==> src/hw/rtl/index_primitive_serializer_core_defines.svh <==
// Assertion macros for the index primitive serialiser.
// Included by the files that carry concurrent assertions; no other dependencies.
`ifndef INDEX_PRIMITIVE_SERIALIZER_CORE_DEFINES_SVH
`define INDEX_PRIMITIVE_SERIALIZER_CORE_DEFINES_SVH

`ifndef SYNTHESIS
`define IPS_ASSERT(lbl, clk, rstn, prop) \
  lbl: assert property (@(posedge clk) disable iff (!rstn) prop) \
    else $error("ips assertion failed");
`define IPS_ASSERT_NEVER(lbl, clk, rstn, expr) \
  `IPS_ASSERT(lbl, clk, rstn, !(expr))
`else
`define IPS_ASSERT(lbl, clk, rstn, prop)
`define IPS_ASSERT_NEVER(lbl, clk, rstn, expr)
`endif

`endif

==> src/hw/rtl/ips_pkg.sv <==
// Shared types and constants of the index primitive serialiser.
// No dependencies.
package ips_pkg;

  typedef enum logic [2:0] {
    OP_INT32  = 3'd0,
    OP_INT64  = 3'd1,
    OP_VINT32 = 3'd2,
    OP_VINT64 = 3'd3,
    OP_CHAR   = 3'd4
  } op_e;

  typedef enum logic {
    MODE_BE  = 1'b0,
    MODE_VAR = 1'b1
  } mode_e;

  localparam int unsigned CntW = 4;

  typedef struct packed {
    logic              ok;
    mode_e             mode;
    logic [63:0]       val;
    logic [CntW-1:0]   cnt;
  } load_t;

  typedef struct packed {
    logic [7:0]        data;
    logic              last;
    logic [63:0]       val;
    logic [CntW-1:0]   cnt;
  } step_t;

endpackage

==> src/hw/rtl/ips_loader.sv <==
// Item loader: turns opcode and value into the working word and byte count.
// Depends on ips_pkg.
module ips_loader (
  input  logic [2:0]     opcode_i,
  input  logic [63:0]    value_i,
  output ips_pkg::load_t load_o
);
  import ips_pkg::*;

  logic [15:0] ch;

  assign ch = value_i[15:0];

  always_comb begin
    load_o = '{ok: 1'b1, mode: MODE_BE, val: '0, cnt: '0};
    case (opcode_i)
      OP_INT32: begin
        load_o.val = {value_i[31:0], 32'h0};
        load_o.cnt = CntW'(4);
      end
      OP_INT64: begin
        load_o.val = value_i;
        load_o.cnt = CntW'(8);
      end
      OP_VINT32: begin
        load_o.mode = MODE_VAR;
        load_o.val  = {32'h0, value_i[31:0]};
      end
      OP_VINT64: begin
        load_o.mode = MODE_VAR;
        load_o.val  = value_i;
      end
      OP_CHAR: begin
        if (ch != 16'h0 && ch <= 16'h007F) begin
          load_o.val = {ch[7:0], 56'h0};
          load_o.cnt = CntW'(1);
        end else if (ch <= 16'h07FF) begin
          load_o.val = {3'b110, ch[10:6], 2'b10, ch[5:0], 48'h0};
          load_o.cnt = CntW'(2);
        end else begin
          load_o.val = {4'b1110, ch[15:12], 2'b10, ch[11:6], 2'b10, ch[5:0], 40'h0};
          load_o.cnt = CntW'(3);
        end
      end
      default: begin
        load_o.ok = 1'b0;
      end
    endcase
  end

endmodule

==> src/hw/rtl/ips_byte_unit.sv <==
// Shared shift unit: emits one byte per step, shifting the working word by a byte (big-endian) or seven bits (varint).
// Depends on ips_pkg.
module ips_byte_unit (
  input  ips_pkg::mode_e            mode_i,
  input  logic [63:0]               val_i,
  input  logic [ips_pkg::CntW-1:0]  cnt_i,
  output ips_pkg::step_t            step_o
);
  import ips_pkg::*;

  logic more;

  assign more = |val_i[63:7];

  always_comb begin
    case (mode_i)
      MODE_VAR: begin
        step_o.data = {more, val_i[6:0]};
        step_o.last = ~more;
        step_o.val  = {7'h0, val_i[63:7]};
        step_o.cnt  = cnt_i;
      end
      default: begin
        step_o.data = val_i[63:56];
        step_o.last = (cnt_i == CntW'(1));
        step_o.val  = {val_i[55:0], 8'h0};
        step_o.cnt  = CntW'(cnt_i - CntW'(1));
      end
    endcase
  end

endmodule

==> src/hw/rtl/index_primitive_serializer_core.sv <==
// Index primitive serialiser: one opcode and value in, its serialised bytes out.
// Input channel: in_valid_i / in_stall_o with opcode_i and value_i. Output channel:
// out_valid_o / out_stall_i with out_byte_o and last_o, last_o set on the final
// word of an item. A word moves at a clock edge where valid is high and stall low.
// Opcodes: 0 int32 big-endian (4 words), 1 int64 big-endian (8 words), 2 varint32
// (1..5), 3 varint64 (1..10), 4 modified UTF-8 character (1..3). Opcodes 5..7 are
// taken and dropped without output.
// One shared shift unit produces one word per cycle into the output register while the
// receiver does not stall: an item is first loaded into the working registers, then
// shifted out one word per shift step; in_stall_o stays high while an item is being
// shifted out. The first word reaches the output register in the first shift step.
// A stalled receiver holds the output register and with it the shift sequence.
// The input is free again once the final word sits in the output register.
// Reset empties the output register and returns the sequencer to idle.
// Depends on ips_pkg, ips_loader, ips_byte_unit and the defines header.
`include "index_primitive_serializer_core_defines.svh"

module index_primitive_serializer_core (
  input  logic        clk_i,
  input  logic        rst_ni,
  input  logic        in_valid_i,
  output logic        in_stall_o,
  input  logic [2:0]  opcode_i,
  input  logic [63:0] value_i,
  output logic        out_valid_o,
  input  logic        out_stall_i,
  output logic [7:0]  out_byte_o,
  output logic        last_o
);
  import ips_pkg::*;

  typedef enum logic [1:0] {
    S_IDLE = 2'b01,
    S_RUN  = 2'b10
  } state_e;

  state_e          state_q, state_d;
  mode_e           mode_q;
  logic [63:0]     val_q;
  logic [CntW-1:0] cnt_q;
  logic            out_valid_q, out_valid_d;
  logic [7:0]      out_byte_q;
  logic            last_q;

  load_t load;
  step_t step;
  logic  in_acc;
  logic  out_free;
  logic  do_step;

  ips_loader u_loader (
    .opcode_i (opcode_i),
    .value_i  (value_i),
    .load_o   (load)
  );

  ips_byte_unit u_byte_unit (
    .mode_i (mode_q),
    .val_i  (val_q),
    .cnt_i  (cnt_q),
    .step_o (step)
  );

  assign in_stall_o = (state_q != S_IDLE);
  assign in_acc     = in_valid_i & ~in_stall_o;
  assign out_free   = ~out_valid_q | ~out_stall_i;
  assign do_step    = (state_q == S_RUN) & out_free;

  always_comb begin
    state_d = state_q;
    case (state_q)
      S_IDLE: begin
        if (in_acc && load.ok) state_d = S_RUN;
      end
      S_RUN: begin
        if (do_step && step.last) state_d = S_IDLE;
      end
      default: state_d = S_IDLE;
    endcase
  end

  always_comb begin
    out_valid_d = out_valid_q;
    if (do_step) begin
      out_valid_d = 1'b1;
    end else if (out_valid_q && !out_stall_i) begin
      out_valid_d = 1'b0;
    end
  end

  always_ff @(posedge clk_i or negedge rst_ni) begin
    if (!rst_ni) begin
      state_q     <= S_IDLE;
      out_valid_q <= 1'b0;
    end else begin
      state_q     <= state_d;
      out_valid_q <= out_valid_d;
    end
  end

  always_ff @(posedge clk_i) begin
    if (in_acc) begin
      mode_q <= load.mode;
      val_q  <= load.val;
      cnt_q  <= load.cnt;
    end else if (do_step) begin
      val_q  <= step.val;
      cnt_q  <= step.cnt;
    end
    if (do_step) begin
      out_byte_q <= step.data;
      last_q     <= step.last;
    end
  end

  assign out_valid_o = out_valid_q;
  assign out_byte_o  = out_byte_q;
  assign last_o      = last_q;

  `IPS_ASSERT(a_load_runs, clk_i, rst_ni, (in_acc && load.ok) |=> (state_q == S_RUN))
  `IPS_ASSERT(a_last_idles, clk_i, rst_ni, (do_step && step.last) |=> (state_q == S_IDLE && out_valid_o && last_o))
  `IPS_ASSERT_NEVER(a_be_cnt_live, clk_i, rst_ni, state_q == S_RUN && mode_q == MODE_BE && cnt_q == '0)
  `IPS_ASSERT(a_bad_op_drop, clk_i, rst_ni, (in_acc && !load.ok) |=> (state_q == S_IDLE))

endmodule

==> config.mk <==
export PLATFORM = sky130hd
export DESIGN_NAME = index_primitive_serializer_core
export DESIGN_NICKNAME = d
export VERILOG_FILES = /design/src/hw/rtl/ips_pkg.sv /design/src/hw/rtl/ips_loader.sv /design/src/hw/rtl/ips_byte_unit.sv /design/src/hw/rtl/index_primitive_serializer_core.sv
export VERILOG_INCLUDE_DIRS = /design/src /design/src/hw/rtl
export SDC_FILE = /design/constraint.sdc
export NUM_CORES = 1
export LEC_CHECK = 0
export BUFFER_PORTS_ARGS = -buffer_cell sky130_fd_sc_hd__buf_4
export CAP_MARGIN = 20
export CORE_MARGIN = 10
export CORE_UTILIZATION = 35
export CTS_CLUSTER_SIZE = 8
export DETAILED_ROUTE_END_ITERATION = 16
export MAX_ROUTING_LAYER = met4
export PLACE_DENSITY_LB_ADDON = 0.12
export SLEW_MARGIN = 20
export SYNTH_ARGS = -nofsm -noshare
export SYNTH_HDL_FRONTEND = slang
export SYNTH_HIERARCHICAL = 1
export SYNTH_SLANG_ARGS = --single-unit
export TNS_END_PERCENT = 1
==> constraint.sdc <==
create_clock -name clk_i -period 17 [get_ports clk_i]
set_input_delay 0.85 -clock clk_i [delete_from_list [all_inputs] [get_ports clk_i]]
set_output_delay 0.85 -clock clk_i [all_outputs]
set_load 0.01 [all_outputs]
# Word-level counts from Yosys, hierarchy flattened
# Index checks and enable logic that the tools add are counted.
# word_totals
register_bits,81
in_bits,71
out_inout_bits,11
# classes
n_addsub,1
magnitude_cmp,2
n_eq_ne,11
mux,16
n_bitwise,7
n_reduce_logical,15
# op_table
op,count
one-hot mux 64 bit (4 select lines),1
two-way mux 64 bit,2
two-way mux 77 bit,1
two-way mux 68 bit,1
two-way mux 66 bit,1
OR reduction 57 bit,1
<= comparator 16 x 11 -> 1 bit (second input constant),1
<= comparator 16 x 7 -> 1 bit (second input constant),1
nonzero test 16 bit,1
one-hot mux 4 bit (3 select lines),1
two-way mux 4 bit,2
equality test 3 x 2 -> 1 bit (second input constant),2
!= test 2 x 1 -> 1 bit (second input constant),3
OR reduction 5 bit,1
equality test 4 x 1 -> 1 bit (second input constant),1
logical AND 1 bit,4
two-way mux 1 bit,4
two-way mux 2 bit,2
NOT 1 bit,4
one-hot mux 2 bit (2 select lines),1
AND reduction 2 bit,2
nonzero test 2 bit,2
OR reduction 2 bit,2
subtractor 4 x 1 -> 4 bit (second input constant),1
9 further kinds,10

# Logic depth before layout (Yosys ltp)
# logic_depth
word_depth,6
depth_mapped,7

# Modules after synthesis
# The synthesis kept the hierarchy.
# by_module_without_submodules
mod,instances,cells_each,area_each_um2
index_primitive_serializer_core,1,168,3367.0
ips_loader,1,191,1174.9
ips_byte_unit,1,113,1011.0

# Worst setup path after synthesis
# Ideal clock, no wire load.
# synth_timing
path_kind,in2reg
from,in out_stall_i
to,reg cnt_q[0] (enable)
setup_ns,0.588
arrival_ns,5.788
t_required_ns,16.412
path_slack_ns,10.624
cell_stages,2
path_buffers,0
path_cell_list,and2_1 > o21ai_0
# synth_via
elab_chain_len,5
# synth_rtl
item,line,text
from (decl),index_primitive_serializer_core.sv:26,"input logic out_stall_i,"
NOT 1 bit,index_primitive_serializer_core.sv:66,assign out_free = ~out_valid_q | ~out_stall_i;
bitwise OR 1 bit,index_primitive_serializer_core.sv:66,
AND 1 bit,index_primitive_serializer_core.sv:67,assign do_step = (state_q == S_RUN) & out_free;
nonzero test 2 bit (no line),-,
AND reduction 2 bit (no line),-,
to (signal assigned),index_primitive_serializer_core.sv:105,cnt_q <= load.cnt;
to (signal assigned),index_primitive_serializer_core.sv:108,cnt_q <= step.cnt;
to (decl),index_primitive_serializer_core.sv:40,logic [CntW-1:0] cnt_q;
# No other way between the ends.
# A chain may end at the register's enable or synchronous reset.

==> impl_results.md <==
- Cell type contributing the most total cell area after synthesis: edfxtp_1
- Class of the most critical setup path: reg2reg
- Startpoint of the worst register-to-register path: mode_q
- DR vias: 4197
- Count of cells along the worst register-to-register path: 7
- Routability congestion estimate: 0.915
- Post-Syn Instances: 472
- Power per unit of standard cell area: 112 nW/um2
- Reg-to-reg endpoint: state_q[0]
- Total clock buffers created by CTS: 9
- Initial cell density of the core: 36.1%
- Final Core Density: 42.8%
- Post-route ant nets: 0
- CP endpoint kind: register
- Distinct cell type count after synthesis: 52
- Setup Total Neg Slack: 0 ns
- Number of synthesis warnings: 6
- LEAKAGE: 2.43 nW
- Data required time at the worst endpoint: 17.29 ns
- Number of top-level pins: 82
- Worst skew pair latency: 0.35 ns
- Number of synthesized flops with an enable pin: 78
- Postcts setup bufs: 0
- Worst-margin pin slew: 0.974 ns
- Overall overflow remaining after global route: 0
- Core Rows: 45
- Ys async rst share: 3.70%
- Library cell used as clock root buffer: clkbuf_16
- Global-route usage over all layers: 17.5%
- Number of endpoints failing setup at the final stage: 0
- Total count of max-transition violations in the final report: 0
- Non-filler cells, final: 748
- Critical-path maximum fanout: 78
- Post-synth net total: 545
- Final antenna diode count: 0
- Slew margin rel.: 35.1%
- CTS HTree Levels: 3
- Kind of start point of the critical path: register
- Number of cells in the design after placement: 731
- Layout cell share with drive strength beyond 1: 46.2%
- First-pass GRT wire length: 27500 um
- Number of antenna violations at the first check in global routing: 0
- Final Hold Violating Endpoints: 0
- Via count of the first global-routing pass: 4335
- Number of hold-repair buffers added at the cts stage: 0
- Synthesized area per cell: 11.8 um2
- Mapped Area: 5550 um2
- Register-to-Register Setup Slack: 14.44 ns
- Routed wire length per instance: 24.5 um
- Min Tclk post-route: 2.56 ns
- Largest clock skew in the final design: 0.00587 ns
- Number of max-capacitance violations reported: 0
- CTS tree: done
- Data arrival time of the critical path: 2.85 ns
- Portion of synthesized cell area occupied by the leading cell type: 42.2%
- Top area cells in the synthesized netlist: edfxtp_1, mux2_2, and2_1, a22oi_1, nor4_1
- Relative area change from synthesis to final layout: 18.4%
- Number of buffers added on ports: 81
- Clock slew at reported path FFs: 0.06 ns
- Resized cells post-CTS: 0
- Detail-routed via count per cell: 5.61
- Number of DRC violations after detailed-routing iteration 0: 448
- Overall die area: 21300 um2
- Count of state elements after synthesis: 81
- Maximum achievable frequency: 0.390 GHz
- TritonRoute pass-1 iters: 5
- Sequential element share of the synthesized area: 43.6%
- Synth Flop Type: edfxtp_1
- Core outline area: 15400 um2
- Worst IR Drop VDD: 48.8 uV
- Clock Path Buffers: 2
- Chip width: 146 um
- Clock Sink Count: 81
- Setup repair after global routing missed its margin: false
- Largest net degree at the start of global routing: 79
- Run status: finished, final reports clean
- Class of the worst hold path: in2async
- Filler Cells Inserted: 1463
- Die boundary height: 146 um
- DRC: 0
- Total routed wirelength: 18300 um
- Total number of nets in the final design: 605
- Hpwl dp: 13400 um
- Crit share post-route: 15.1%
-- cells in the mapped netlist, drive strengths merged, types with 3 or more instances --
library cell	instances
mux2	127
edfxtp	78
and2	37
nand2	24
a22oi	20
clkbuf	20
buf	18
nor4	17
nor2	16
o21ai	11
nor2b	10
o22ai	9
a21o	8
inv	7
or3b	7
nand4	6
nor3	6
o221ai	5
nor4b	4
a32oi	3
nand2b	3
nand3	3
o211ai	3
or4	3
-- worst max path at each step --
stage	start	endpoint	slack [ns]	cells after the start
after floorplan	out_stall_i	cnt_q[0]	10.62	2
after global placement	in_valid_i	val_q[37]	13.74	4
after detailed placement	in_valid_i	val_q[37]	13.75	4
after CTS	in_valid_i	val_q[52]	14.12	4
after global routing	mode_q	state_q[1]	14.22	7
final	mode_q	state_q[0]	14.44	7
-- cell type report --
class,count,area [um2],area share [%]
Tap cell,211,264,4.01
Multi-Input combinational cell,346,2900,44.1
Clock buffer,12,267,4.05
Sequential cell,81,2420,36.8
Inverter,7,26.3,0.400
Timing Repair Buffer,87,673,10.2
Clock inverter,4,26.3,0.400
-- report_power, final --
part / internal [mW] / total, mW / switching [mW]
clock: 0.111 / 0.193 / 0.0826
sequential: 0.288 / 0.334 / 0.0464
combinational: 0.114 / 0.208 / 0.0932
total: 0.513 / 0.735 / 0.222
-- state kept, by name, indices dropped and copies added (netlist names) --
register / flops
val_q: 64
out_byte_o: 8
cnt_q: 4
state_q: 2
last_o: 1
mode_q: 1
out_valid_o: 1
-- through the flow --
| step | power, mW | worst slack, ns | hold WS [ns] | area, um2 |
|---|---|---|---|---|
| finish | 0.735 | 14.44 | 0.281 | 6580 |
| global route | 0.771 | 14.22 | 0.269 | 6580 |
| CTS | 0.740 | 14.12 | 0.269 | 6550 |
| detailed placement | 0.545 | 13.75 | 0.528 | 6260 |
| global placement | 0.542 | 13.74 | 0.507 | 6260 |
| floorplan | 0.473 | 10.62 | 0.488 | 5550 |
-- worst max-delay path, stage by stage (launching register included) --
cell      delay (ns)
edfxtp_1        0.32
buf_4           0.71
nor4b_1         0.33
and4_1          0.22
nand4_1         0.16
o21ai_1         0.23
a21boi_0        0.28
o22a_1          0.18
-- cells in the final DEF, fill, tap and decap left out, drive strengths merged, types with 3 or more instances in the layout --
cell type / instances
nand2: 24
clkinv: 3
nand3: 3
a21o: 8
or3b: 7
nor2: 16
nor2b: 10
nand4: 6
and2: 37
o221ai: 5
nor4: 17
o211ai: 3
inv: 7
nand2b: 3
mux2: 127
nor3: 6
edfxtp: 78
a22oi: 20
a32oi: 3
buf: 87
o22ai: 9
or4: 3
clkbuf: 12
o21ai: 11
nor4b: 4
-- cell families (layout without fill, tap and decap cells) --
kind of cell             count (synthesis)  after routing  synth area share [%]
adder cells (fa/ha/maj)                  2              2                 0.451
XOR/XNOR                                 3              3                 0.473
buffers and inverters                   45            110                  4.44
AO/OA/AOI/OAI                           70             70                  9.33
multiplexers                           129            129                  26.5
flip-flops                              81             81                  43.6
AND/OR/NAND/NOR                        142            142                  15.2
-- per-layer routing --
layer	global-route usage, %	part of all wire (%)	up-vias
li1	-	-	1936
met3	3.07	4.6	31
met2	26.3	47	117
met5	-	0	-
met1	22.8	46	2113
met4	6.98	2.5	0
(Power assumes the default switching activity.)
